===== src/sv/multiplicative_hash_table_top_macros.svh =====
// ----------------------------------------------------------------------------
// multiplicative hash table assertion macros
// concurrent assertion wrappers clocked on aclk, disabled during reset
// ----------------------------------------------------------------------------
`ifndef MULTIPLICATIVE_HASH_TABLE_TOP_MACROS_SVH
`define MULTIPLICATIVE_HASH_TABLE_TOP_MACROS_SVH

`ifndef NO_ASSERTIONS
`define MHT_ASSERT(lbl, prop, msg) \
    lbl: assert property (@(posedge aclk) disable iff (!aresetn) prop) else $error(msg);
`define MHT_ASSERT_NEXT(lbl, ante, cons, msg) \
    lbl: assert property (@(posedge aclk) disable iff (!aresetn) ante |=> cons) else $error(msg);
`else
`define MHT_ASSERT(lbl, prop, msg)
`define MHT_ASSERT_NEXT(lbl, ante, cons, msg)
`endif

`endif


===== src/sv/mht_pkg.sv =====
// ----------------------------------------------------------------------------
// mht_pkg
// shared constants, codes and types of the multiplicative hash table
// ----------------------------------------------------------------------------
`default_nettype none

package mht_pkg;

    localparam int INDEX_BITS = 8;
    localparam int WAYS       = 4;
    localparam int BUCKETS    = 1 << INDEX_BITS;
    localparam int KEY_W      = 32;
    localparam int DATA_W     = 32;
    localparam int MODE_W     = 2;
    localparam int STATUS_W   = 2;
    localparam int FILL_W     = $clog2(WAYS + 1);
    localparam int WAY_W      = (WAYS > 1) ? $clog2(WAYS) : 1;
    localparam int REQ_W      = MODE_W + KEY_W + DATA_W;
    localparam int RSP_W      = 1 + DATA_W + STATUS_W;
    localparam int S_TDATA_W  = ((REQ_W + 7) / 8) * 8;
    localparam int M_TDATA_W  = ((RSP_W + 7) / 8) * 8;

    localparam logic [KEY_W-1:0] HASH_MULT = 32'h9e370001;

    localparam logic [MODE_W-1:0] MODE_ADD    = 2'd0;
    localparam logic [MODE_W-1:0] MODE_FIND   = 2'd1;
    localparam logic [MODE_W-1:0] MODE_REMOVE = 2'd2;

    localparam logic [STATUS_W-1:0] ST_OK   = 2'd0;
    localparam logic [STATUS_W-1:0] ST_FULL = 2'd1;
    localparam logic [STATUS_W-1:0] ST_MISS = 2'd2;

    typedef logic [INDEX_BITS-1:0] idx_t;
    typedef logic [FILL_W-1:0]     fill_t;
    typedef logic [WAY_W-1:0]      way_t;
    typedef logic signed [KEY_W-1:0] key_t;
    typedef logic [DATA_W-1:0]     data_t;

    typedef struct packed {
        logic [MODE_W-1:0] mode;
        key_t              key;
        data_t             value_in;
    } req_t;

    typedef struct packed {
        logic                hit;
        data_t               value_out;
        logic [STATUS_W-1:0] status;
    } rsp_t;

    typedef struct packed {
        fill_t                        fill;
        logic [WAYS-1:0][KEY_W-1:0]   keys;
        logic [WAYS-1:0][DATA_W-1:0]  vals;
    } row_t;

endpackage

`default_nettype wire


===== src/sv/mht_update.sv =====
// ----------------------------------------------------------------------------
// mht_update
// compares all ways of one bucket line and builds the written-back line
// and the response for add, find and remove
// ----------------------------------------------------------------------------
`default_nettype none

module mht_update (
    input  wire mht_pkg::req_t req,
    input  wire mht_pkg::row_t row_in,
    output mht_pkg::row_t  row_out,
    output logic           wr_en,
    output mht_pkg::rsp_t  rsp
);
    import mht_pkg::*;

    fill_t           n;
    logic [WAYS-1:0] match;
    logic            found;
    way_t            fw;
    data_t           found_val;

    always_comb begin
        n = (row_in.fill > FILL_W'(WAYS)) ? FILL_W'(WAYS) : row_in.fill;
        for (int w = 0; w < WAYS; w++) begin
            match[w] = (FILL_W'(w) < n) && (row_in.keys[w] == req.key);
        end
        found = 1'b0;
        fw    = '0;
        for (int w = WAYS - 1; w >= 0; w--) begin
            if (match[w]) begin
                found = 1'b1;
                fw    = WAY_W'(w);
            end
        end
        found_val = '0;
        for (int w = 0; w < WAYS; w++) begin
            if (WAY_W'(w) == fw) begin
                found_val = row_in.vals[w];
            end
        end
    end

    always_comb begin
        row_out       = row_in;
        wr_en         = 1'b0;
        rsp.hit       = 1'b0;
        rsp.value_out = '0;
        rsp.status    = ST_OK;
        case (req.mode)
            MODE_ADD: begin
                if (n >= FILL_W'(WAYS)) begin
                    rsp.status = ST_FULL;
                end else begin
                    for (int w = 0; w < WAYS; w++) begin
                        if (FILL_W'(w) == n) begin
                            row_out.keys[w] = req.key;
                            row_out.vals[w] = req.value_in;
                        end
                    end
                    row_out.fill = n + FILL_W'(1);
                    wr_en        = 1'b1;
                end
            end
            MODE_FIND: begin
                if (found) begin
                    rsp.hit       = 1'b1;
                    rsp.value_out = found_val;
                end else begin
                    rsp.status = ST_MISS;
                end
            end
            MODE_REMOVE: begin
                if (found) begin
                    for (int w = 0; w < WAYS - 1; w++) begin
                        if (WAY_W'(w) >= fw) begin
                            row_out.keys[w] = row_in.keys[w+1];
                            row_out.vals[w] = row_in.vals[w+1];
                        end
                    end
                    row_out.fill = n - FILL_W'(1);
                    wr_en        = 1'b1;
                    rsp.hit      = 1'b1;
                end else begin
                    rsp.status = ST_MISS;
                end
            end
            default: begin
                rsp.status = ST_OK;
            end
        endcase
    end

endmodule

`default_nettype wire


===== config.mk =====
export PLATFORM = sky130hd
export DESIGN_NAME = mht_update
export DESIGN_NICKNAME = d
export VERILOG_FILES = /design/src/sv/multiplicative_hash_table_top_macros.svh /design/src/sv/mht_pkg.sv /design/src/sv/mht_update.sv
export SDC_FILE = /design/constraint.sdc
export NUM_CORES = 1
export LEC_CHECK = 0
export BUFFER_PORTS_ARGS = -buffer_cell sky130_fd_sc_hd__buf_4
export CAP_MARGIN = 20
export CORE_AREA = 2 2 241 243
export DETAILED_ROUTE_END_ITERATION = 6
export DIE_AREA = 0 0 243 245
export SYNTH_ARGS = -nofsm -noshare
export SYNTH_HDL_FRONTEND = slang
export SYNTH_SLANG_ARGS = --single-unit

===== constraint.sdc =====
create_clock -name vclk -period 6.8
set_clock_uncertainty 0.15 [all_clocks]
set_input_delay 2.04 -clock vclk [all_inputs]
set_output_delay 2.04 -clock vclk [all_outputs]
set_load 0.02 [all_outputs]

# Word level (Yosys, flattened, before mapping)
# Index checks and enable logic that the tools add are counted.
[totals]
in_bits = 325
output_inout_bits = 295
regBits = 0
wordCells = 76
[classes]
reduce_logical = 8
eq_ne = 12
n_addsub = 2
n_lt_le_gt_ge = 9
n_mux = 45
[ops]
columns = ["op", "count"]
rows = [
  ["$mux 32", 21],
  ["$pmux 96 s2", 2],
  ["$mux 259", 1],
  ["$mux 96", 2],
  ["$eq 32x32->1", 4],
  ["$mux 33", 1],
  ["$mux 2", 5],
  ["$mux 1", 7],
  ["$eq 2x3->1 const A", 2],
  ["$lt 1x3->1 const A", 2],
  ["$lt 2x3->1 const A", 2],
  ["$mux 3", 2],
  ["$pmux 3 s2", 1],
  ["$eq 2x2->1 const A", 2],
  ["$ge 1x2->1 const A", 2],
  ["$logic_and 1x1->1", 4],
  ["$logic_not 2->1", 2],
  ["$pmux 1 s2", 2],
  ["$pmux 2 s2", 1],
  ["$add 3x1->3 const B", 1],
  ["$eq 1x3->1 const A", 1],
  ["$ge 3x3->1 const B", 1],
  ["$gt 3x3->1 const B", 1],
  ["$logic_not 3->1", 1],
  ["6 further kinds", 6],
]

# Longest topological paths before layout
[logic_depth]
depth_word = 15
mapped_depth = 11
depth_no_buf = 7

# Least setup slack after synthesis
# OpenSTA, ideal clock, no wires.
[synth_path]
kind = "input port to output port"
from = "in req[58] (netlist name)"
to = "out row_out[20] (netlist name)"
required_ns = 4.610
path_buffers = 2
setup_slack_ns = 0.263
arrival_ns = 4.347
stages = 9
path_cell_list = "buf_2 > xor2_1 > nor4_1 > nand2_1 > nor4_4 > clkbuf_1 > mux2_2 > a222oi_1 > inv_1"
[synth_lines]
columns = ["item", "line", "rtl"]
rows = [
  ["start: declaration", "mht_update.sv:9", "input wire mht_pkg::req_t req,"],
  ["end: declaration", "mht_update.sv:11", "output mht_pkg::row_t row_out,"],
]

==> metrics.md <==
| Metric | Value |
|---|---|
| Outcome | finished, violations left |
| Failing checks | DRC, setup timing |
| Vias/cell | 5.17 |
| CP Capture Type | primary output |
| Top cell type's share of synthesized area | 13.9% |
| Mapped Cells | 1050 |
| Leak pwr | 8.25 nW |
| Area growth syn-to-layout | 114% |
| CP delay by family, top | simple AND/OR/NAND/NOR gates |
| Total gr overflow | 0 |
| Slew HR | 30.7% |
| Max Cap Viol | 0 |
| Drt drc | 4 |
| Peak supply drop | 38.5 uV |
| Cell area after synthesis | 7800 um^2 |
| Vias in the first global route | 13258 |
| Tightest Pin Transition | 1040 ps |
| Post-DP HPWL | 56000 um |
| Final setup TNS | -3160 ps |
| CLK BUF | 0 |
| Final wirelength | 73800 um |
| Final Power | 1.21 mW |
| Via count | 13082 |
| Period utilization | 101% |
| Antenna Nets Post-Route | 0 |
| Global-route wire length before repair | 101000 um |
| Max-slew violations | 0 |
| Crit path required time | 4610 ps |
| Internal Power | 0.548 mW |
| Register area share after synthesis | 0% |
| Worst min-delay path category | in2out |
| Hold Vio Cnt, Final | 0 |
| WS Path Type | in2out |
| I/O pin count | 620 |
| Post-layout min period | 6900 ps |
| DRT Pass-1 Iters | 7 |
| IO buf count | 620 |
| Register Area | 0 um^2 |
| RD Place Congestion | 0.984 |
| CP Data Arrival Time | 4710 ps |
| Stages on the worst setup path | 10 |
| Largest net degree at the start of global routing | 69 |
| Synth area leader | mux2_2 |
| Synth top area cells | mux2_2, a221o_1, a22oi_1 |
| Die ar. | 59500 um^2 |
| Clock share of power | 0% |
| Worst setup SP type | primary input |
| P_sw | 0.662 mW |
| Setup-failing EPs final | 65 |
| Die Y | 245 um |
| CP endpoint | row_out[207] |
| Antenna violations before repair | 1 |
| Diodes inserted | 0 |
| Syn avg cell area | 7.43 um^2 |
| Cts hold-fix bufs | 0 |
| Aggregate global-route resource usage | 22.9% |
| Critical path buffer and inverter count | 3 |
| Routed len/inst | 29.2 um |
| Net Count, Synth | 1384 |
| Slowest cell on crit path | or3_4 |
| Initial core utilization | 13.7% |
| # rows | 88 |
| Combinational fraction of design power | 100.0% |
| Critical Path, Cell by Cell | buf_4, xor2_1, nor4_1, nand3_1, or3_4, nor3b_4, a21o_4, buf_12, a221o_1, buf_6 |
| DRT iter0 DRCs | 1101 |
| Unrepaired setup endpoints after global routing | yes |
| PwrDens | 72.4 nW/um^2 |
| Critical-path maximum fanout | 13 |
| Number of unique standard cell types used by synthesis | 40 |
| Sw Ratio | 54.7% |
| Seq_cells | 0 |
| Max incr delay on CP | 490 ps |
| CORE AREA | 57000 um^2 |
| Sequential Power Share | 0% |
| Final WS setup | -99.1 ps |
| Ys Warns | 0 |
| Nets@finish | 2099 |
| Crit path from | req[52] |
| Layout cells sized above 1 | 59.8% |
| Fmax | 0.145 GHz |
| Chip width | 243 um |
## synth_stat cells, types with 3 or more instances
library cell / number
a21o_1: 3
a21oi_1: 3
a221o_1: 96
a222oi_1: 32
a22oi_1: 96
and2_1: 5
and3_1: 65
buf_2: 43
clkbuf_1: 92
ha_1: 9
inv_1: 37
mux2_2: 96
mux2i_1: 65
nand2_1: 68
nand3_1: 7
nand4_1: 17
nor2_1: 13
nor2b_1: 35
nor3_1: 7
nor4_1: 17
o21ai_0: 66
o221a_1: 4
o221a_2: 28
xnor2_1: 62
xor2_1: 66
## area by class of cell
class,instances,area [um^2]
Multi-Input combinational cell,879,7990
Fill cell,6104,40300
Inverter,37,139
Timing Repair Buffer,847,7620
Tap cell,765,957
## cell usage in the layout, fill, tap and decap left out, drive strengths merged, types with 2 or more instances in the layout
master	instances
buf	841
a221o	96
a22oi	96
mux2	96
nand2	68
xor2	66
o21ai	66
and3	65
mux2i	65
xnor2	62
inv	37
nor2b	35
a222oi	32
o221a	32
nor4	19
nand4	17
nor2	15
ha	9
nand3	7
nor3	7
and2	6
bufbuf	4
a21oi	3
a21o	3
nand2b	2
clkbuf	2
nor3b	2
## layer usage
layer  wire, um  share of wire, %  track usage, %  up-vias
li1           -                 -               -     5545
met1      26300                36            25.5     6384
met2      37600                51            43.0      979
met3       5890               8.0            3.42      172
met4       4010               5.4            10.2        2
met5         13             0.018               0        -
## metrics by stage
stage          hold slack (ps)  std cells  setup slack [ps]  util (%)  cell area, um^2
2_1_floorplan             4090       1050               263         -             7800
3_3_place_gp              4240       2481              -872      25.8            14700
3_5_place_dp              4230       2481              -771      25.8            14700
4_1_cts                   4240       2521             -88.1      28.4            16200
5_1_grt                   4250       2528              -168      29.3            16700
6_report                  4240       2528             -99.1      29.3            16700
## worst min-delay path by stage
stage | from | endpoint | slack (ps) | cells past startpoint
floorplan | row_in[128] | row_out[128] | 4090 | 2
global placement | row_in[136] | row_out[136] | 4240 | 4
detailed placement | row_in[136] | row_out[136] | 4230 | 4
CTS | row_in[136] | row_out[136] | 4240 | 4
global route | row_in[136] | row_out[136] | 4250 | 4
finish | row_in[136] | row_out[136] | 4240 | 4
## logic make-up after synthesis
family / share of synthesized area, %
AO/OA/AOI/OAI: 35.5
adder cells (fa/ha/maj): 1.44
buffers and inverters: 9.01
multiplexers: 22.2
XOR/XNOR: 14.4
AND/OR/NAND/NOR: 17.5
## timing repair
item                                    in CTS  in global routing
endpoints found under the setup margin     227                165
resized for setup                          183                114
pin swaps                                   54                 93
cloned                                      13                  3
buffers inserted                            35                  8
## power groups by stage
stage	Clock [mW]	Combinational, mW	Sequential (mW)
2_1_floorplan	0	0.453	0
3_3_place_gp	0	1.11	0
3_5_place_dp	0	1.11	0
4_1_cts	0	1.17	0
5_1_grt	0	1.26	0
6_report	0	1.21	0
Note: power is estimated with default switching activity, not from simulation.
